<file path="config.mk">
export PLATFORM = sky130hd
export DESIGN_NAME = dma_block_ring_sequencer
export DESIGN_NICKNAME = d
export VERILOG_FILES = /design/src/rtl/core/dbrs_pkg.sv /design/src/rtl/core/dma_block_ring_sequencer.sv /design/src/rtl/core/dbrs_cfg.sv /design/src/rtl/core/dbrs_engine.sv
export VERILOG_INCLUDE_DIRS = /design/src /design/src/rtl/core
export SDC_FILE = /design/constraint.sdc
export NUM_CORES = 1
export LEC_CHECK = 0
export ABC_AREA = 1
export BUFFER_PORTS_ARGS = -buffer_cell sky130_fd_sc_hd__buf_4
export CORE_ASPECT_RATIO = 1.75
export CORE_MARGIN = 2
export CORE_UTILIZATION = 38
export CTS_CLUSTER_SIZE = 10
export DETAILED_ROUTE_END_ITERATION = 10
export PLACE_DENSITY_LB_ADDON = 0.3
export SKIP_LAST_GASP = 1
export SLEW_MARGIN = 40
export SYNTH_ARGS = -nofsm -noshare
export SYNTH_HDL_FRONTEND = slang
export SYNTH_SLANG_ARGS = --single-unit
</file>
<file path="constraint.sdc">
create_clock -name clk -period 28.5 [get_ports clk]
set_input_delay 5.7 -clock clk [delete_from_list [all_inputs] [get_ports clk]]
set_output_delay 5.7 -clock clk [all_outputs]
set_load 0.005 [all_outputs]
</file>
<file path="src/rtl/core/assert_macros.svh">
// assertion macros for the sequencer rtl
// no dependencies; included by files that carry concurrent assertions
`ifndef ASSERT_MACROS_SVH
`define ASSERT_MACROS_SVH

// same-cycle implication, disabled while reset is asserted
`define DBRS_ASSERT_IMP(name, clk, rst_n, ante, cons) \
	name: assert property (@(posedge clk) disable iff (!rst_n) (ante) |-> (cons)) \
	else $error("sequencer assertion failed");

// next-cycle implication, disabled while reset is asserted
`define DBRS_ASSERT_NEXT(name, clk, rst_n, ante, cons) \
	name: assert property (@(posedge clk) disable iff (!rst_n) (ante) |=> (cons)) \
	else $error("sequencer assertion failed");

`endif

</file>
<file path="src/rtl/core/dbrs_pkg.sv">
// shared types, codes and helpers for the dma block ring sequencer
// no dependencies; used by dbrs_cfg, dbrs_engine and the top level
package dbrs_pkg;

	localparam int MAX_BLOCKS = 16;
	localparam int RING_W     = 5;   // holds 1..MAX_BLOCKS
	localparam int IDX_W      = 4;
	localparam int LEN_W      = 16;
	localparam int SAMPLES_W  = 17;

	typedef enum logic [2:0] {
		KIND_IRQ      = 3'd0,
		KIND_ADD      = 3'd1,
		KIND_ADD_LAST = 3'd2,
		KIND_START    = 3'd3,
		KIND_STOP     = 3'd4,
		KIND_RESET    = 3'd5,
		KIND_READ_OVR = 3'd6,
		KIND_QUERY    = 3'd7
	} kind_e;

	typedef enum logic [2:0] {
		CMD_NONE   = 3'd0,
		CMD_AUTO   = 3'd1,
		CMD_SINGLE = 3'd2,
		CMD_EXIT   = 3'd3,
		CMD_CONT   = 3'd4,
		CMD_PAUSE  = 3'd5
	} cmd_e;

	typedef enum logic [1:0] {
		TAIL_NONE  = 2'd0,
		TAIL_SHORT = 2'd1,
		TAIL_EMPTY = 2'd2
	} tail_e;

	typedef enum logic [1:0] {
		REG_RECORD    = 2'd0,
		REG_STEREO    = 2'd1,
		REG_BLOCK_LEN = 2'd2,
		REG_BLOCK_CNT = 2'd3
	} cfg_reg_e;

	typedef enum logic [9:0] {
		ST_AWAIT  = 10'b00_0000_0001,
		ST_WAIT1  = 10'b00_0000_0010,
		ST_WAIT1A = 10'b00_0000_0100,
		ST_WAIT2  = 10'b00_0000_1000,
		ST_WAIT3  = 10'b00_0001_0000,
		ST_WAIT4  = 10'b00_0010_0000,
		ST_WAIT5  = 10'b00_0100_0000,
		ST_WAIT6  = 10'b00_1000_0000,
		ST_WAIT6A = 10'b01_0000_0000,
		ST_BLOCK  = 10'b10_0000_0000
	} run_state_e;

	// settings seen by the engine, with derived values
	typedef struct packed {
		logic              record_mode;
		logic [LEN_W-1:0]  half_length;  // block_length / 2
		logic [RING_W-1:0] ring_n;       // block_count clamped to 1..MAX_BLOCKS
		logic [LEN_W-1:0]  auto_len;     // auto-init length minus one
	} cfg_t;

	typedef struct packed {
		kind_e                kind;
		logic                 irq_is_dma8;
		logic                 consumer_busy;
		logic [SAMPLES_W-1:0] last_length;
	} item_t;

	// input tdata layout, last field in the lowest bits
	typedef struct packed {
		logic [4:0]           pad;
		logic [SAMPLES_W-1:0] last_length;
		logic                 consumer_busy;
		logic                 irq_is_dma8;
	} in_data_t;

	// output tdata layout, last field in the lowest bits
	typedef struct packed {
		logic [4:0]        pad;
		logic              blocked;
		logic              stopped;
		logic [15:0]       overrun_count;
		logic [4:0]        queued_blocks;
		logic [IDX_W-1:0]  block_index;
		logic              rejected;
		logic              notify_last;
		logic              notify;
		logic              pass_on;
		logic              irq_ack;
		logic [LEN_W-1:0]  transfer_length;
		logic [2:0]        dsp_command;
	} result_t;

	// remainder of a small sum by the ring size, restoring style, five narrow steps
	function automatic logic [IDX_W-1:0] ring_mod(input logic [RING_W-1:0] sum,
		input logic [RING_W-1:0] n);
		logic [8:0] r;
		logic [8:0] d;
		r = {4'b0, sum};
		for (int k = 4; k >= 0; k--) begin
			d = {4'b0, n} << k;
			if (r >= d) begin
				r = r - d;
			end
		end
		return r[IDX_W-1:0];
	endfunction

endpackage

</file>
<file path="src/rtl/core/dma_block_ring_sequencer.sv">
// the input register captures each event, and the result register loads from the engine once
// it is empty or being drained; the result transfer is offered from the result register
// throughput: one event per cycle unless the output is held; the ring state updates in a single
// pass of the engine logic, and the input register refills as the result register drains
// reset: asynchronous, clears both stages and puts the ring paused, awaiting, empty, no tail,
// zero overruns; configuration returns to playback, mono, block length 2, one block
// depends on dbrs_pkg, dbrs_cfg, dbrs_engine and assert_macros.svh
`include "assert_macros.svh"

module dma_block_ring_sequencer (
	input  logic        clk,
	input  logic        arst_n,
	input  logic        s_axis_tvalid,
	output logic        s_axis_tready,
	input  logic [23:0] s_axis_tdata,   // irq_is_dma8, consumer_busy, last_length[16:0], zero pad
	input  logic [2:0]  s_axis_tuser,   // kind
	output logic        m_axis_tvalid,
	input  logic        m_axis_tready,
	// dsp_command[2:0], transfer_length[15:0], irq_ack, pass_on, notify, notify_last,
	// rejected, block_index[3:0], queued_blocks[4:0], overrun_count[15:0], stopped, blocked,
	// zero pad
	output logic [55:0] m_axis_tdata,
	input  logic        cfg_valid,
	output logic        cfg_ready,
	input  logic [1:0]  cfg_index,
	input  logic [16:0] cfg_data
);

	dbrs_pkg::cfg_t     cfg;
	dbrs_pkg::item_t    item_s1;
	dbrs_pkg::in_data_t in_data;
	dbrs_pkg::result_t  result;
	dbrs_pkg::result_t  result_s2;
	logic               valid_s1;
	logic               valid_s2;
	logic               advance;
	logic               out_held;
	logic               last_ok;

	assign in_data       = s_axis_tdata;
	assign advance       = valid_s1 && (!valid_s2 || m_axis_tready);
	assign s_axis_tready = !valid_s1 || advance;

	always_ff @(posedge clk or negedge arst_n) begin
		if (!arst_n) begin
			valid_s1 <= 1'b0;
		end else if (s_axis_tvalid && s_axis_tready) begin
			valid_s1 <= 1'b1;
		end else if (advance) begin
			valid_s1 <= 1'b0;
		end
	end

	always_ff @(posedge clk) begin
		if (s_axis_tvalid && s_axis_tready) begin
			item_s1.kind          <= dbrs_pkg::kind_e'(s_axis_tuser);
			item_s1.irq_is_dma8   <= in_data.irq_is_dma8;
			item_s1.consumer_busy <= in_data.consumer_busy;
			item_s1.last_length   <= in_data.last_length;
		end
	end

	dbrs_cfg u_cfg (
		.clk       (clk),
		.arst_n    (arst_n),
		.cfg_valid (cfg_valid),
		.cfg_ready (cfg_ready),
		.cfg_index (cfg_index),
		.cfg_data  (cfg_data),
		.cfg       (cfg)
	);

	dbrs_engine u_engine (
		.clk    (clk),
		.arst_n (arst_n),
		.fire   (advance),
		.item   (item_s1),
		.cfg    (cfg),
		.result (result)
	);

	always_ff @(posedge clk or negedge arst_n) begin
		if (!arst_n) begin
			valid_s2 <= 1'b0;
		end else if (advance) begin
			valid_s2 <= 1'b1;
		end else if (m_axis_tready) begin
			valid_s2 <= 1'b0;
		end
	end

	always_ff @(posedge clk) begin
		if (advance) begin
			result_s2 <= result;
		end
	end

	assign m_axis_tvalid = valid_s2;
	assign m_axis_tdata  = result_s2;

	assign out_held = valid_s2 && !m_axis_tready;
	assign last_ok  = result_s2.notify && result_s2.blocked && (result_s2.queued_blocks == 5'd0);

	// input side only stalls when both stages hold items and the output is held
	`DBRS_ASSERT_IMP(a_stall_only_when_full, clk, arst_n, !s_axis_tready, valid_s1 && out_held)
	`DBRS_ASSERT_NEXT(a_advance_loads_result, clk, arst_n, advance, valid_s2)
	`DBRS_ASSERT_IMP(a_last_notify_blocked, clk, arst_n, valid_s2 && result_s2.notify_last, last_ok)

endmodule

</file>
<file path="src/rtl/core/dbrs_cfg.sv">
// configuration registers of the sequencer and the values derived from them
// depends on dbrs_pkg
module dbrs_cfg (
	input  logic                          clk,
	input  logic                          arst_n,
	input  logic                          cfg_valid,
	output logic                          cfg_ready,
	input  logic [1:0]                    cfg_index,
	input  logic [dbrs_pkg::SAMPLES_W-1:0] cfg_data,
	output dbrs_pkg::cfg_t                cfg
);

	logic                           record_q;
	logic                           stereo_q;
	logic [dbrs_pkg::SAMPLES_W-1:0] blen_q;
	logic [4:0]                     bcnt_q;
	logic [dbrs_pkg::SAMPLES_W-1:0] samples;
	logic [dbrs_pkg::SAMPLES_W-1:0] samples_m1;

	assign cfg_ready = 1'b1;

	always_ff @(posedge clk or negedge arst_n) begin
		if (!arst_n) begin
			record_q <= 1'b0;
			stereo_q <= 1'b0;
			blen_q   <= 17'd2;
			bcnt_q   <= 5'd1;
		end else if (cfg_valid && cfg_ready) begin
			unique case (dbrs_pkg::cfg_reg_e'(cfg_index))
				dbrs_pkg::REG_RECORD:    record_q <= cfg_data[0];
				dbrs_pkg::REG_STEREO:    stereo_q <= cfg_data[0];
				dbrs_pkg::REG_BLOCK_LEN: blen_q   <= cfg_data;
				dbrs_pkg::REG_BLOCK_CNT: bcnt_q   <= cfg_data[4:0];
			endcase
		end
	end

	// mono blocks move half the samples per dma byte count
	assign samples    = stereo_q ? blen_q : {1'b0, blen_q[dbrs_pkg::SAMPLES_W-1:1]};
	assign samples_m1 = samples - 17'd1;

	always_comb begin
		cfg.record_mode = record_q;
		cfg.half_length = blen_q[dbrs_pkg::SAMPLES_W-1:1];
		cfg.auto_len    = samples_m1[dbrs_pkg::LEN_W-1:0];
		if (bcnt_q == 5'd0) begin
			cfg.ring_n = 5'd1;
		end else if (bcnt_q > 5'(dbrs_pkg::MAX_BLOCKS)) begin
			cfg.ring_n = 5'(dbrs_pkg::MAX_BLOCKS);
		end else begin
			cfg.ring_n = bcnt_q;
		end
	end

endmodule

</file>
<file path="src/rtl/core/dbrs_engine.sv">
// ring state registers and the combinational event update
// depends on dbrs_pkg; fed by the input stage of the top level
module dbrs_engine (
	input  logic              clk,
	input  logic              arst_n,
	input  logic              fire,
	input  dbrs_pkg::item_t   item,
	input  dbrs_pkg::cfg_t    cfg,
	output dbrs_pkg::result_t result
);

	typedef struct packed {
		logic                           rej;
		dbrs_pkg::run_state_e           st;
		logic                           paused;
		dbrs_pkg::cmd_e                 cmd;
		logic [dbrs_pkg::LEN_W-1:0]     xlen;
	} start_t;

	dbrs_pkg::run_state_e            st_q, st_d;
	logic                            paused_q, paused_d;
	logic [dbrs_pkg::IDX_W-1:0]      dma_q, dma_d;
	logic [dbrs_pkg::RING_W-1:0]     qc_q, qc_d;
	dbrs_pkg::tail_e                 tk_q, tk_d;
	logic [dbrs_pkg::LEN_W-1:0]      tl_q, tl_d;
	logic [15:0]                     ovr_q, ovr_d;

	dbrs_pkg::cmd_e                  cmd;
	logic [dbrs_pkg::LEN_W-1:0]      xlen;
	logic                            ack, pass, note, note_last, rej, up, full, blk;
	logic [dbrs_pkg::RING_W-1:0]     dma_inc;
	logic [dbrs_pkg::SAMPLES_W-1:0]  len_m1;
	start_t                          sr;

	function automatic start_t do_start(input dbrs_pkg::run_state_e st, input logic paused,
		input logic [dbrs_pkg::RING_W-1:0] qc, input dbrs_pkg::tail_e tk,
		input logic [dbrs_pkg::LEN_W-1:0] tl, input logic [dbrs_pkg::LEN_W-1:0] alen);
		start_t r;
		r.rej    = 1'b0;
		r.st     = st;
		r.paused = paused;
		r.cmd    = dbrs_pkg::CMD_NONE;
		r.xlen   = '0;
		if (!paused && st != dbrs_pkg::ST_AWAIT) begin
			r.rej = 1'b1;
		end else begin
			r.paused = 1'b0;
			if (st != dbrs_pkg::ST_AWAIT) begin
				r.cmd = dbrs_pkg::CMD_CONT;
			end else if (qc != '0) begin
				r.st   = dbrs_pkg::ST_WAIT1;
				r.cmd  = dbrs_pkg::CMD_AUTO;
				r.xlen = alen;
			end else if (tk == dbrs_pkg::TAIL_SHORT) begin
				r.st   = dbrs_pkg::ST_WAIT4;
				r.cmd  = dbrs_pkg::CMD_SINGLE;
				r.xlen = tl;
			end else if (tk == dbrs_pkg::TAIL_EMPTY) begin
				r.st = dbrs_pkg::ST_BLOCK;
			end
		end
		return r;
	endfunction

	assign dma_inc = {1'b0, dma_q} + 5'd1;
	assign len_m1  = item.last_length - 17'd1;
	assign full    = (qc_q >= cfg.ring_n) || (tk_q != dbrs_pkg::TAIL_NONE);

	always_comb begin
		st_d      = st_q;
		paused_d  = paused_q;
		dma_d     = dma_q;
		qc_d      = qc_q;
		tk_d      = tk_q;
		tl_d      = tl_q;
		ovr_d     = ovr_q;
		cmd       = dbrs_pkg::CMD_NONE;
		xlen      = '0;
		ack       = 1'b0;
		pass      = 1'b0;
		note      = 1'b0;
		note_last = 1'b0;
		rej       = 1'b0;
		up        = 1'b0;
		sr        = '0;

		unique case (item.kind)
			dbrs_pkg::KIND_IRQ: begin
				if (!item.irq_is_dma8) begin
					pass = 1'b1;
				end else if (!paused_q) begin
					unique case (st_q)
						dbrs_pkg::ST_WAIT1: begin
							if (qc_q > 5'd1) begin
								ack  = 1'b1;
								st_d = dbrs_pkg::ST_WAIT2;
							end else if (tk_q == dbrs_pkg::TAIL_NONE) begin
								st_d = dbrs_pkg::ST_WAIT1A;
							end else if (tk_q == dbrs_pkg::TAIL_SHORT) begin
								cmd  = dbrs_pkg::CMD_SINGLE;
								xlen = tl_q;
								ack  = 1'b1;
								st_d = dbrs_pkg::ST_WAIT3;
							end else begin
								cmd  = dbrs_pkg::CMD_EXIT;
								ack  = 1'b1;
								st_d = dbrs_pkg::ST_WAIT4;
							end
						end
						dbrs_pkg::ST_WAIT2: begin
							ack = 1'b1;
							if (qc_q != '0) begin
								qc_d = qc_q - 5'd1;
							end
							// ring wrap, also when the ring was shrunk under the dma index
							dma_d = (dma_inc >= cfg.ring_n) ? '0 : dma_inc[dbrs_pkg::IDX_W-1:0];
							st_d  = dbrs_pkg::ST_WAIT1;
							up    = 1'b1;
						end
						dbrs_pkg::ST_WAIT3: begin
							ack = 1'b1;
							if (qc_q != '0) begin
								qc_d = qc_q - 5'd1;
							end
							st_d = dbrs_pkg::ST_WAIT4;
							up   = 1'b1;
						end
						dbrs_pkg::ST_WAIT4: begin
							ack  = 1'b1;
							st_d = dbrs_pkg::ST_BLOCK;
							up   = 1'b1;
						end
						dbrs_pkg::ST_WAIT5: begin
							cmd  = dbrs_pkg::CMD_EXIT;
							ack  = 1'b1;
							st_d = dbrs_pkg::ST_WAIT4;
							up   = 1'b1;
						end
						dbrs_pkg::ST_WAIT6: begin
							ack  = 1'b1;
							st_d = dbrs_pkg::ST_WAIT6A;
							up   = 1'b1;
						end
						dbrs_pkg::ST_WAIT6A: begin
							cmd  = dbrs_pkg::CMD_EXIT;
							ack  = 1'b1;
							st_d = dbrs_pkg::ST_WAIT4;
						end
						default: begin
						end
					endcase
					if (up) begin
						if (item.consumer_busy) begin
							if (ovr_q != 16'hFFFF) begin
								ovr_d = ovr_q + 16'd1;
							end
						end else begin
							note      = 1'b1;
							note_last = (st_d == dbrs_pkg::ST_BLOCK);
						end
					end
				end
			end
			dbrs_pkg::KIND_ADD: begin
				if (full) begin
					rej = 1'b1;
				end else begin
					qc_d = qc_q + 5'd1;
					if (!paused_q && st_q == dbrs_pkg::ST_AWAIT) begin
						sr       = do_start(st_q, paused_q, qc_d, tk_q, tl_q, cfg.auto_len);
						st_d     = sr.st;
						paused_d = sr.paused;
						cmd      = sr.cmd;
						xlen     = sr.xlen;
					end else if (st_q == dbrs_pkg::ST_WAIT1A) begin
						st_d = dbrs_pkg::ST_WAIT2;
						ack  = 1'b1;
					end
				end
			end
			dbrs_pkg::KIND_ADD_LAST: begin
				if (full) begin
					rej = 1'b1;
				end else begin
					tk_d = (item.last_length != '0) ? dbrs_pkg::TAIL_SHORT : dbrs_pkg::TAIL_EMPTY;
					tl_d = len_m1[dbrs_pkg::LEN_W-1:0];
					if (!paused_q && st_q == dbrs_pkg::ST_AWAIT) begin
						sr       = do_start(st_q, paused_q, qc_q, tk_d, tl_d, cfg.auto_len);
						st_d     = sr.st;
						paused_d = sr.paused;
						cmd      = sr.cmd;
						xlen     = sr.xlen;
					end else if (st_q == dbrs_pkg::ST_WAIT1A) begin
						ack  = 1'b1;
						// a tail no longer than half a block gets the exit command at the next dma irq, a longer one an irq later
						st_d = (item.last_length <= {1'b0, cfg.half_length}) ?
							dbrs_pkg::ST_WAIT5 : dbrs_pkg::ST_WAIT6;
					end
				end
			end
			dbrs_pkg::KIND_START: begin
				sr       = do_start(st_q, paused_q, qc_q, tk_q, tl_q, cfg.auto_len);
				rej      = sr.rej;
				st_d     = sr.st;
				paused_d = sr.paused;
				cmd      = sr.cmd;
				xlen     = sr.xlen;
			end
			dbrs_pkg::KIND_STOP: begin
				cmd = dbrs_pkg::CMD_PAUSE;
				if (paused_q) begin
					rej = 1'b1;
				end else begin
					paused_d = 1'b1;
				end
			end
			dbrs_pkg::KIND_RESET: begin
				cmd      = dbrs_pkg::CMD_PAUSE;
				st_d     = dbrs_pkg::ST_AWAIT;
				paused_d = 1'b1;
				dma_d    = '0;
				qc_d     = cfg.record_mode ? cfg.ring_n : '0;
				tk_d     = dbrs_pkg::TAIL_NONE;
				tl_d     = '0;
				ovr_d    = '0;
			end
			dbrs_pkg::KIND_READ_OVR: begin
				ovr_d = '0;
			end
			dbrs_pkg::KIND_QUERY: begin
				rej = full;
			end
		endcase
	end

	assign blk = !paused_d && (st_d == dbrs_pkg::ST_BLOCK);

	always_comb begin
		result                 = '0;
		result.dsp_command     = cmd;
		result.transfer_length = xlen;
		result.irq_ack         = ack;
		result.pass_on         = pass;
		result.notify          = note;
		result.notify_last     = note_last;
		result.rejected        = rej;
		result.block_index     = dbrs_pkg::ring_mod({1'b0, dma_d} + qc_d, cfg.ring_n);
		result.queued_blocks   = blk ? '0 : qc_d + {4'b0, tk_d != dbrs_pkg::TAIL_NONE};
		// the overrun read reports the count before clearing
		result.overrun_count   = (item.kind == dbrs_pkg::KIND_READ_OVR) ? ovr_q : ovr_d;
		result.stopped         = paused_d;
		result.blocked         = blk;
	end

	always_ff @(posedge clk or negedge arst_n) begin
		if (!arst_n) begin
			st_q     <= dbrs_pkg::ST_AWAIT;
			paused_q <= 1'b1;
			dma_q    <= '0;
			qc_q     <= '0;
			tk_q     <= dbrs_pkg::TAIL_NONE;
			tl_q     <= '0;
			ovr_q    <= '0;
		end else if (fire) begin
			st_q     <= st_d;
			paused_q <= paused_d;
			dma_q    <= dma_d;
			qc_q     <= qc_d;
			tk_q     <= tk_d;
			tl_q     <= tl_d;
			ovr_q    <= ovr_d;
		end
	end

endmodule
</file>
==> metrics.md, run 1 <==
| Metric | Value |
|---|---|
| Status | `complete, no violations` |
| Pin count of the biggest net entering global routing | `about 80` |
| CP required | `around 29 ns` |
| Gp weighted congestion | `0.943` |
| Clock Tree Root | `clkbuf_16` |
| Asr flop ratio synth | `between 50% and 60%` |
| Area Overhead vs Synth | `14.6%` |
| Origin of the critical flop-to-flop path | `u_cfg.bcnt_q[4]` |
| Via Count | `10900` |
| # port buffers | `between 90 and 100` |
| Reg-to-reg endpoint | `m_axis_tdata[25]` |
| Seq/Total Area, Yosys | `36.2%` |
| Post-CTS sizing | `0` |
| Die Wd | `~140 um` |
| Setup tns final | `0 ns` |
| CTS tree | `built` |
| Final period util | `41.9%` |
| Vias in the first global route | `roughly 11000` |
| Worst hold slack | `just under 0.5 ns` |
| Clock slew at reported path FFs | `roughly 0.070 ns` |
| Max-Cap Viols | `0` |
| HPWL Detailed | `approximately 26 mm` |
| Layout cell share with drive strength beyond 1 | `a little over an eighth` |
| Antenna-violating nets left | `0` |
| Most used cell, CP | `nand2_1` |
| Diode count | `0` |
| Hold Path Origin | `u_cfg.record_q` |
| Slew Viols, Final | `0` |
| Row cnt | `84` |
| Total wire length | `between 30 and 40 mm` |
| Most used flip-flop cell after synthesis | `dfrtp_1` |
| Cell depth of the worst hold path | `2` |
| Initial antenna violation count | `0` |
| CP arrival | `roughly 12 ns` |
| EDFF count, synth | `between 70 and 80` |
| Hold Crit Endpoint | `u_cfg.record_q` |
| Ys Warns | `0` |
| Hold Crit Class | `register to register` |
| Finished Cell Area | `13300 um^2` |
| GRT overflow | `0` |
| Cells after synthesis | `approximately 1600` |
| Syn avg cell area | `around 7.5 um^2` |
| Clock latency on the worst-skew pair | `roughly 0.45 ns` |
| Mapped Area | `roughly 12000 um^2` |
| # hold bufs at CTS | `0` |
| Endpoints failing setup | `0` |
| Fmax | `around 0.084 GHz` |
| Starting density of the core | `between 30% and 40%` |
| Num CTS Buffers | `17` |
| Setup crit start kind | `register` |
| Chip Height | `between 200 and 250 um` |
| First-pass GRT wire length | `~55 mm` |
| Actual slew at the worst max-slew pin | `a little under 0.9 ns` |
| Placed Area | `~13000 um^2` |
| Gr usage total | `21.9%` |
| Ports | `110` |
| DIE AREA | `around 32000 um^2` |
| Crit Path Class | `register to register` |
| Reg2reg setup slack | `16.56 ns` |
| Crit path max fanout | `18` |
| Synth cell types | `62` |
| Most common cell after layout, fill and taps aside | `nand2_1` |
| Core area | `about 30000 um^2` |
| Pre-antenna DRT Iters | `5` |
| 1st-iter DRT viols | `706` |
| Reg2reg path depth | `63` |
| Final Hold Viols | `0` |
| FF+latch count, synth | `between 150 and 200` |
| Delay of the slowest cell on the worst path | `between 0.5 and 0.6 ns` |
| Slowest CP cell | `dfrtp_1` |
| Final layout net count | `1747` |
| Most frequent cells in the layout | `nand2_1 (304), inv_1 (224), o21ai_0 (154), nor2_1 (138), buf_4 (108)` |
| Wire per inst | `about 17 um` |
| Worst-case clock skew | `about 0.014 ns` |
| RSZ-0062 raised after global routing | `no` |
| Max transition margin | `41.5%` |
| CTS Buffer Depth | `2` |
| Post-layout min period | `11.94 ns` |
| CP Capture Type | `register` |
| DR DRC count | `0` |
| Total setup buffers inserted after CTS | `0` |
| Clk sinks | `153` |
| Via/cell ratio | `~5.4` |
| H-tree Lvls | `4` |
==> registers in the layout, indices dropped and copies added, names as in the netlist, 2 cells and up <==
register,flops
u_engine.st_q,10
u_engine.dma_q,4
u_engine.qc_q,5
item_s1,22
u_engine.tk_q,2
u_cfg.bcnt_q,5
m_axis_tdata,51
u_cfg.blen_q,17
u_engine.ovr_q,16
u_engine.tl_q,16
==> synth_stat cells, drive strengths merged (2+ instances only) <==
cell    number  area [um^2]
a221oi       2         23.8
conb         2         7.51
buf         12         77.6
nor3b        2         15.0
nand3b       2         15.0
dfstp        4          105
o311ai       2         17.5
clkinv       5         18.8
fa           4         80.1
o21bai       2         15.0
o22ai       22          138
edfxtp      73         2190
and3         2         12.5
ha          59          738
o31ai        4         30.0
nor2       151          658
a21oi       80          400
a22oi        3         22.5
dfrtp       76         1900
o221ai      16          140
a211oi       4         30.0
clkbuf      38          143
nand4       33          206
or2          5         31.3
nor4        13          118
o21ai      158          791
xor2        35          307
or4          2         15.0
nor3        37          200
inv        232          876
nand2      327         1330
xnor2       13          114
o32ai        4         35.0
a31oi        8         50.1
nand3       92          536
o211ai      17          128
==> worst max-delay path, delay by kind of cell, from the launching register on <==
| kind | cells | cell delay, ns |
|---|---|---|
| AO/OA/AOI/OAI | 13 | 2.64 |
| AND/OR/NAND/NOR | 33 | 4.49 |
| adder cells (fa/ha/maj) | 7 | 2.51 |
| buffers and inverters | 10 | 1.44 |
| flip-flops | 1 | 0.57 |
==> logic make-up (layout without fill, tap and decap cells) <==
| kind of cell | count (synthesis) | count (layout) | synth area share, % |
|---|---|---|---|
| AO/OA/AOI/OAI | 329 | 329 | 16.2 |
| XOR/XNOR | 48 | 48 | 3.63 |
| adder cells (fa/ha/maj) | 63 | 63 | 7.06 |
| buffers and inverters | 287 | 379 | 9.62 |
| flip-flops | 153 | 153 | 36.2 |
| multiplexers | 1 | 1 | 0.0863 |
| other | 2 | 6 | 0.0648 |
| AND/OR/NAND/NOR | 667 | 667 | 27.1 |
==> per-layer routing <==
| layer | part of all wire, % | vias to the layer above | track usage, % |
|---|---|---|---|
| met3 | 4.1 | 106 | 3.00 |
| met4 | 6.3 | 0 | 13.7 |
| met2 | 54 | 348 | 40.0 |
| met1 | 36 | 5049 | 23.1 |
| met5 | 0 | - | 0 |
| li1 | - | 5397 | - |
==> final cells by class <==
cell class                 count  area, um^2
fill                        3116       16800
multi-input combinational   1114        6310
sequential                   153        4200
inverter                     237         896
timing repair buffer         110         833
tap                          387         484
clock buffer                  18         429
clock inverter                14         138
==> how the worst max path moves through the flow <==
stage                     from          endpoint  slack (ns)  cells after the start
6_report       u_cfg.bcnt_q[4]  m_axis_tdata[25]       16.56                     63
5_1_grt        u_cfg.bcnt_q[4]  m_axis_tdata[24]       15.57                     63
3_5_place_dp   u_cfg.bcnt_q[4]  m_axis_tdata[24]       16.65                     63
2_1_floorplan    m_axis_tready     s_axis_tready       16.95                      2
4_1_cts        u_cfg.bcnt_q[4]  m_axis_tdata[24]       16.62                     63
3_3_place_gp     m_axis_tready     s_axis_tready       16.67                      4
==> stage by stage <==
step	util (%)	setup slack, ns	instances
after floorplan	-	16.95	1554
after global placement	42.3	16.67	2001
after detailed placement	42.3	16.65	2001
after CTS	44.2	16.62	2033
after global routing	44.2	15.57	2033
final	44.2	16.56	2033
Power of run 1 is not shown: default switching activity piles up to over one toggle a cycle in this logic, so the estimate is an artifact.
==> run 2, diff against run 1 <==
ABC_AREA = 0   (was 1)
clock period = 12.1 ns   (was 28.5 ns; I/O delays follow)
==> metrics.md, run 2 <==
| Metric | Value |
|---|---|
| RSZ-0062 raised after global routing | `no (unchanged)` |
| Slew Viols, Final | `0 (unchanged)` |
| Wire per inst | `19.3 um (was 16.8 um)` |
| Most common cell after layout, fill and taps aside | `buf_4 (was nand2_1)` |
| LEAKAGE | `5.51 nW` |
| EDFF count, synth | `73 (unchanged)` |
| CP required | `12.27 ns (was 28.70 ns)` |
| Chip Height | `233 um (was 235 um)` |
| Pre-antenna DRT Iters | `6 (was 5)` |
| Initial antenna violation count | `0 (unchanged)` |
| DIE AREA | `31500 um^2 (was 32000 um^2)` |
| Most used flip-flop cell after synthesis | `dfrtp_1 (unchanged)` |
| Fmax | `0.0872 GHz (was 0.0838 GHz)` |
| Num CTS Buffers | `17 (unchanged)` |
| VDD IR max | `between 150 and 200 uV` |
| Largest cells by area after synthesis | `edfxtp_1 (19%), dfrtp_1 (17%), ha_1 (6.5%), nand2_1 (5.1%), o21ai_0 (4.8%) (was edfxtp_1 (19%), dfrtp_1 (16%), nand2_1 (9.8%), inv_1 (7.3%), o21ai_0 (6.6%))` |
| Yosys top cell area share | `19.2% (was 18.9%)` |
| Vias in the first global route | `10500 (was 10700)` |
| Final period util | `94.8% (was 41.9%)` |
| Max transition margin | `41.5% (about the same)` |
| # port buffers | `98 (unchanged)` |
| Clock slew at reported path FFs | `0.06 ns (was 0.07 ns)` |
| Hold Crit Class | `register to register (unchanged)` |
| Via Count | `10700 (was 10900)` |
| Clk sinks | `153 (unchanged)` |
| Antenna-violating nets left | `0 (unchanged)` |
| CP Capture Type | `register (unchanged)` |
| CTS tree | `built (unchanged)` |
| P per Cell Area | `roughly 260 nW/um^2` |
| Most frequent cells in the layout | `buf_4 (159), nand2_1 (156), nor2_1 (136), o21ai_0 (106), dfrtp_1 (76) (was nand2_1 (304), inv_1 (224), o21ai_0 (154), nor2_1 (138), buf_4 (108))` |
| CTS Buffer Depth | `2 (unchanged)` |
| Synth cell types | `87 (was 62)` |
| Clock latency on the worst-skew pair | `0.44 ns (was 0.45 ns)` |
| Total wire length | `35.4 mm (was 34.1 mm)` |
| Clock Tree Root | `clkbuf_16 (unchanged)` |
| FILL cells | `2986 (was 3116)` |
| Gp weighted congestion | `0.941 (was 0.943)` |
| Via/cell ratio | `5.82 (was 5.36)` |
| Starting density of the core | `38.2% (was 38.6%)` |
| CP arrival | `11.64 ns (was 12.14 ns)` |
| Mapped Area | `11400 um^2 (was 11600 um^2)` |
| # hold bufs at CTS | `0 (unchanged)` |
| Asr flop ratio synth | `52.3% (unchanged)` |
| Cells after synthesis | `1312 (was 1550)` |
| Pin count of the biggest net entering global routing | `63 (was 81)` |
| Diode count | `0 (unchanged)` |
| DR DRC count | `0 (unchanged)` |
| Die Wd | `135 um (was 136 um)` |
| Layout cell share with drive strength beyond 1 | `19.7% (was 13.2%)` |
| Row cnt | `84 (unchanged)` |
| First-pass GRT wire length | `55.1 mm (was 54.7 mm)` |
| Multi-input gate area | `6940 um^2 (was 6310 um^2)` |
| Syn avg cell area | `8.70 um^2 (was 7.48 um^2)` |
| GRT overflow | `0 (unchanged)` |
| Actual slew at the worst max-slew pin | `0.877 ns (about the same)` |
| Delay of the slowest cell on the worst path | `0.50 ns (was 0.57 ns)` |
| Fin util | `45.7% (was 44.2%)` |
| Ports | `110 (unchanged)` |
| Area Overhead vs Synth | `19.6% (was 14.6%)` |
| Most used cell, CP | `ha_1 (was nand2_1)` |
| H-tree Lvls | `4 (unchanged)` |
| Status | `complete, no violations (unchanged)` |
| Endpoints failing setup | `0 (unchanged)` |
| Slowest CP cell | `or3b_2 (was dfrtp_1)` |
| HPWL Detailed | `26.4 mm (was 25.9 mm)` |
| Crit Path Class | `register to register (unchanged)` |
| 1st-iter DRT viols | `516 (was 706)` |
| Worst hold slack | `0.500 ns (was 0.492 ns)` |
| Area leader, netlist | `edfxtp_1 (unchanged)` |
| Final Hold Viols | `0 (unchanged)` |
| Ys Warns | `0 (unchanged)` |
| Crit path max fanout | `13 (was 18)` |
| Seq/Total Area, Yosys | `36.8% (was 36.2%)` |
| Register area | `4200 um^2 (about the same)` |
| Most common cell in the netlist | `nand2_1 (unchanged)` |
| Core area | `29800 um^2 (was 30100 um^2)` |
| Setup crit start kind | `register (unchanged)` |
| Max-Cap Viols | `0 (unchanged)` |
| Largest register FFs | `51 (unchanged)` |
| Post-layout min period | `11.47 ns (was 11.94 ns)` |
| Final layout net count | `1545 (was 1747)` |
| FF+latch count, synth | `153 (unchanged)` |
| Worst-case clock skew | `0.0146 ns (was 0.0143 ns)` |
| Synth cell count leaders | `nand2_1 (156), nor2_1 (138), o21ai_0 (110) (was nand2_1 (304), inv_1 (225), o21ai_0 (154))` |
| Gr usage total | `22.5% (was 21.9%)` |
-- run 2: routing by layer --
metal,routed length [um],GRT usage (%),up-vias
met5,0,0,-
li1,-,-,5088
met2,19300,42.2,366
met4,2130,14.5,0
met1,12500,23.0,5098
met3,1390,3.28,108
-- run 2: path summary, 6_finish.rpt --
kind / start / endpoint / slack [ns] / depth (start not counted)
worst max-delay path: u_cfg.bcnt_q[1] / m_axis_tdata[27] / 0.63 / 53
worst min-delay path: valid_s1 / m_axis_tvalid / 0.50 / 1
worst max register to register: u_cfg.bcnt_q[1] / m_axis_tdata[27] / 0.63 / 53
worst min register to register: valid_s1 / m_axis_tvalid / 0.50 / 1
max in group asynchronous: arst_n / u_cfg.bcnt_q[0] / 9.30 / 2
min in group asynchronous: arst_n / u_engine.ovr_q[4] / 1.92 / 1
-- run 2: worst max-delay path: cells and delay by family (launching register included) --
kind / cells / cell delay [ns]
flops: 1 / 0.41
xor+xnor: 2 / 0.30
buf+inv: 4 / 0.53
compound gates: 18 / 3.77
mux: 2 / 0.41
fa+ha+maj: 7 / 1.86
simple gates: 20 / 3.88
-- run 2: repair_timing --
item | 4_1_cts | 5_1_grt
buffers inserted | 0 | 18
setup endpoints to repair | 4 | 4
hold endpoints to repair | 0 | 0
pin swaps | 0 | 12
gates resized for setup | 4 | 30
-- run 2: logic make-up (layout without fill, tap and decap cells) --
family	after synthesis	count (layout)	synth area share (%)
xor+xnor	48	48	3.68
flops	153	153	36.8
simple gates	498	498	21.1
compound gates	367	367	21.1
fa+ha+maj	66	66	7.44
mux	59	59	5.68
buf+inv	119	247	4.11
other cells	2	6	0.0658
-- run 2: final cells by class --
| type | instances | share of cell area [%] |
|---|---|---|
| multi-input combinational | 1044 | 50.9 |
| timing repair buffer | 162 | 9.06 |
| tap | 387 | 3.55 |
| clock inverter | 13 | 1.12 |
| sequential | 153 | 30.8 |
| inverter | 53 | 1.46 |
| clock buffer | 19 | 3.17 |
-- run 2: power by group --
group	switching [mW]	total, mW	internal, mW
clock	0.218	0.540	0.322
sequential	0.0883	0.750	0.662
combinational	1.15	2.21	1.05
-- run 2: per-stage QoR --
step                      area [um^2]  setup TNS (ns)  worst slack [ns]  power (mW)  std cells
final                           13600               0             0.630        3.50       1831
after global routing            13600               0            0.0454        3.73       1831
after CTS                       13300               0            0.0282        3.13       1811
after detailed placement        12700          -0.433            -0.188        2.57       1779
after global placement          12700               0            0.0185        2.51       1779
after floorplan                 11400               0             0.314        2.09       1316
(Power assumes the default switching activity.)
==> run 3, diff against run 2 <==
PLACE_DENSITY = 0.56   (was default)
PLACE_DENSITY_LB_ADDON = default   (was 0.3)
SKIP_CTS_REPAIR_TIMING = 1   (was default)
SKIP_LAST_GASP = default   (was 1)
==> metrics.md, run 3 (synthesis results as in run 2) <==
| Metric | Value |
|---|---|
| Status | `complete, no violations (unchanged)` |
| First-pass GRT wire length | `56.3 mm (was 55.1 mm)` |
| Place WS | `0.0740 ns (was -0.188 ns)` |
| CTS tree | `built (unchanged)` |
| CP Capture Type | `register (unchanged)` |
| Max transition margin | `41.7% (was 41.5%)` |
| Max-Cap Viols | `0 (unchanged)` |
| Initial antenna violation count | `0 (unchanged)` |
| Via Count | `10600 (was 10700)` |
| # port buffers | `98 (unchanged)` |
| Wire per inst | `19.8 um (was 19.3 um)` |
| Final worst-path setup slack | `0.569 ns (was 0.630 ns)` |
| Fin util | `45.6% (was 45.7%)` |
| Setup crit start kind | `register (unchanged)` |
| Diode count | `0 (unchanged)` |
| Pin count of the biggest net entering global routing | `48 (was 63)` |
| Gp weighted congestion | `0.977 (was 0.941)` |
| Die Wd | `135 um (unchanged)` |
| Row cnt | `84 (unchanged)` |
| Starting density of the core | `38.2% (unchanged)` |
| Delay-heaviest family, CP | `compound AO/OA/AOI/OAI gates (was simple AND/OR/NAND/NOR gates)` |
| 1st-iter DRT viols | `635 (was 516)` |
| Final Hold Viols | `0 (unchanged)` |
| Most used cell, CP | `ha_1 (unchanged)` |
| Via/cell ratio | `5.76 (was 5.82)` |
| Vias in the first global route | `10200 (was 10500)` |
| Post-layout min period | `11.53 ns (was 11.47 ns)` |
| Core area | `29800 um^2 (unchanged)` |
| Fmax | `0.0867 GHz (was 0.0872 GHz)` |
| Reg2reg setup slack | `0.57 ns (was 0.63 ns)` |
| Clock slew at reported path FFs | `0.07 ns (was 0.06 ns)` |
| Crit Path Class | `register to register (unchanged)` |
| Buf+Inv Stages, Crit Path | `5 (was 4)` |
| Actual slew at the worst max-slew pin | `0.869 ns (was 0.877 ns)` |
| Most frequent cells in the layout | `buf_4 (165), nand2_1 (156), nor2_1 (138), o21ai_0 (108), dfrtp_1 (76) (was buf_4 (159), nand2_1 (156), nor2_1 (136), o21ai_0 (106), dfrtp_1 (76))` |
| Final layout net count | `1549 (was 1545)` |
| HPWL Detailed | `27.4 mm (was 26.4 mm)` |
| Slew Viols, Final | `0 (unchanged)` |
| Ports | `110 (unchanged)` |
| VDD IR max | `188 uV (was 174 uV)` |
| Clock latency on the worst-skew pair | `0.46 ns (was 0.44 ns)` |
| DR DRC count | `0 (unchanged)` |
| CP arrival | `11.73 ns (was 11.64 ns)` |
| CP required | `12.30 ns (was 12.27 ns)` |
| Endpoints failing setup | `0 (unchanged)` |
| Area Overhead vs Synth | `19.4% (was 19.6%)` |
| Layout cell share with drive strength beyond 1 | `19.6% (was 19.7%)` |
| Crit path max fanout | `5 (was 13)` |
| H-tree Lvls | `4 (unchanged)` |
| Worst hold slack | `0.505 ns (was 0.500 ns)` |
| DIE AREA | `31500 um^2 (unchanged)` |
| Largest register FFs | `51 (unchanged)` |
| Hold Crit Class | `register to register (unchanged)` |
| Final period util | `95.3% (was 94.8%)` |
| LEAKAGE | `5.56 nW (was 5.51 nW)` |
| GRT overflow | `0 (unchanged)` |
| CTS Buffer Depth | `2 (unchanged)` |
| Worst-case clock skew | `0.0117 ns (was 0.0146 ns)` |
| Clk sinks | `153 (unchanged)` |
| Num CTS Buffers | `17 (unchanged)` |
| Pre-antenna DRT Iters | `5 (was 6)` |
| Delay of the slowest cell on the worst path | `0.45 ns (was 0.50 ns)` |
| Most common cell after layout, fill and taps aside | `buf_4 (unchanged)` |
| Gr usage total | `23.4% (was 22.5%)` |
| Clock Tree Root | `clkbuf_16 (unchanged)` |
| P per Cell Area | `249 nW/um^2 (was 256 nW/um^2)` |
| Chip Height | `233 um (unchanged)` |
| Slowest CP cell | `a21oi_1 (was or3b_2)` |
| Antenna-violating nets left | `0 (unchanged)` |
| Total wire length | `36.3 mm (was 35.4 mm)` |
-- run 3: changes by cell type in the layout (fill, tap and decap cells not counted), sizes merged --
cell      previous run  this run
inv                 52        60
clkinvlp             5         0
buf                162       165
clkinv               6         4
clkbuf              19        18
nand3b               6         7
-- run 3: per-layer routing --
| metal | GRT usage (%) | routed length (um) |
|---|---|---|
| met2 | 43.5 | 19600 |
| met3 | 2.95 | 1170 |
| met5 | 0 | 0 |
| met4 | 16.5 | 2540 |
| met1 | 23.7 | 13000 |
-- run 3: through the flow --
step                TNS [ns]  power [mW]  cell area, um^2  cells
finish                     0        3.40            13600   1835
global route          -0.201        3.66            13600   1835
CTS                        0        3.19            13400   1821
detailed placement         0        2.59            12800   1789
global placement           0        2.55            12800   1789
floorplan                  0        2.09            11400   1316
-- run 3: where the power goes --
part	total, mW	internal [mW]	switching (mW)
Combinational	2.05	0.962	1.09
Clock	0.593	0.346	0.247
Sequential	0.755	0.661	0.0934
Total	3.40	1.97	1.43
-- run 3: tightest hold or removal path, delay by kind of cell (launching register included) --
kind / cells / cell delay, ns
AO/OA/AOI/OAI: 1 / 0.06
AND/OR/NAND/NOR: 1 / 0.05
flip-flops: 1 / 0.36
-- run 3: path summary, 6_finish.rpt --
kind                                   startpoint           endpoint  cells past startpoint
worst max-delay path              u_cfg.bcnt_q[1]   m_axis_tdata[25]                     55
worst min-delay path            u_engine.tl_q[11]  u_engine.tl_q[11]                      2
worst max register to register    u_cfg.bcnt_q[1]   m_axis_tdata[25]                     55
worst min register to register  u_engine.tl_q[11]  u_engine.tl_q[11]                      2
max in group asynchronous                  arst_n     u_cfg.record_q                      2
min in group asynchronous                  arst_n  u_engine.ovr_q[5]                      1
-- run 3: cell type report --
| class | count | area [um^2] |
|---|---|---|
| multi-input combinational | 1045 | 6860 |
| sequential | 153 | 4200 |
| timing repair buffer | 165 | 1240 |
| inverter | 53 | 199 |
| clock buffer | 18 | 450 |
| clock inverter | 14 | 196 |
| tap | 387 | 484 |
| fill | 3017 | 16200 |
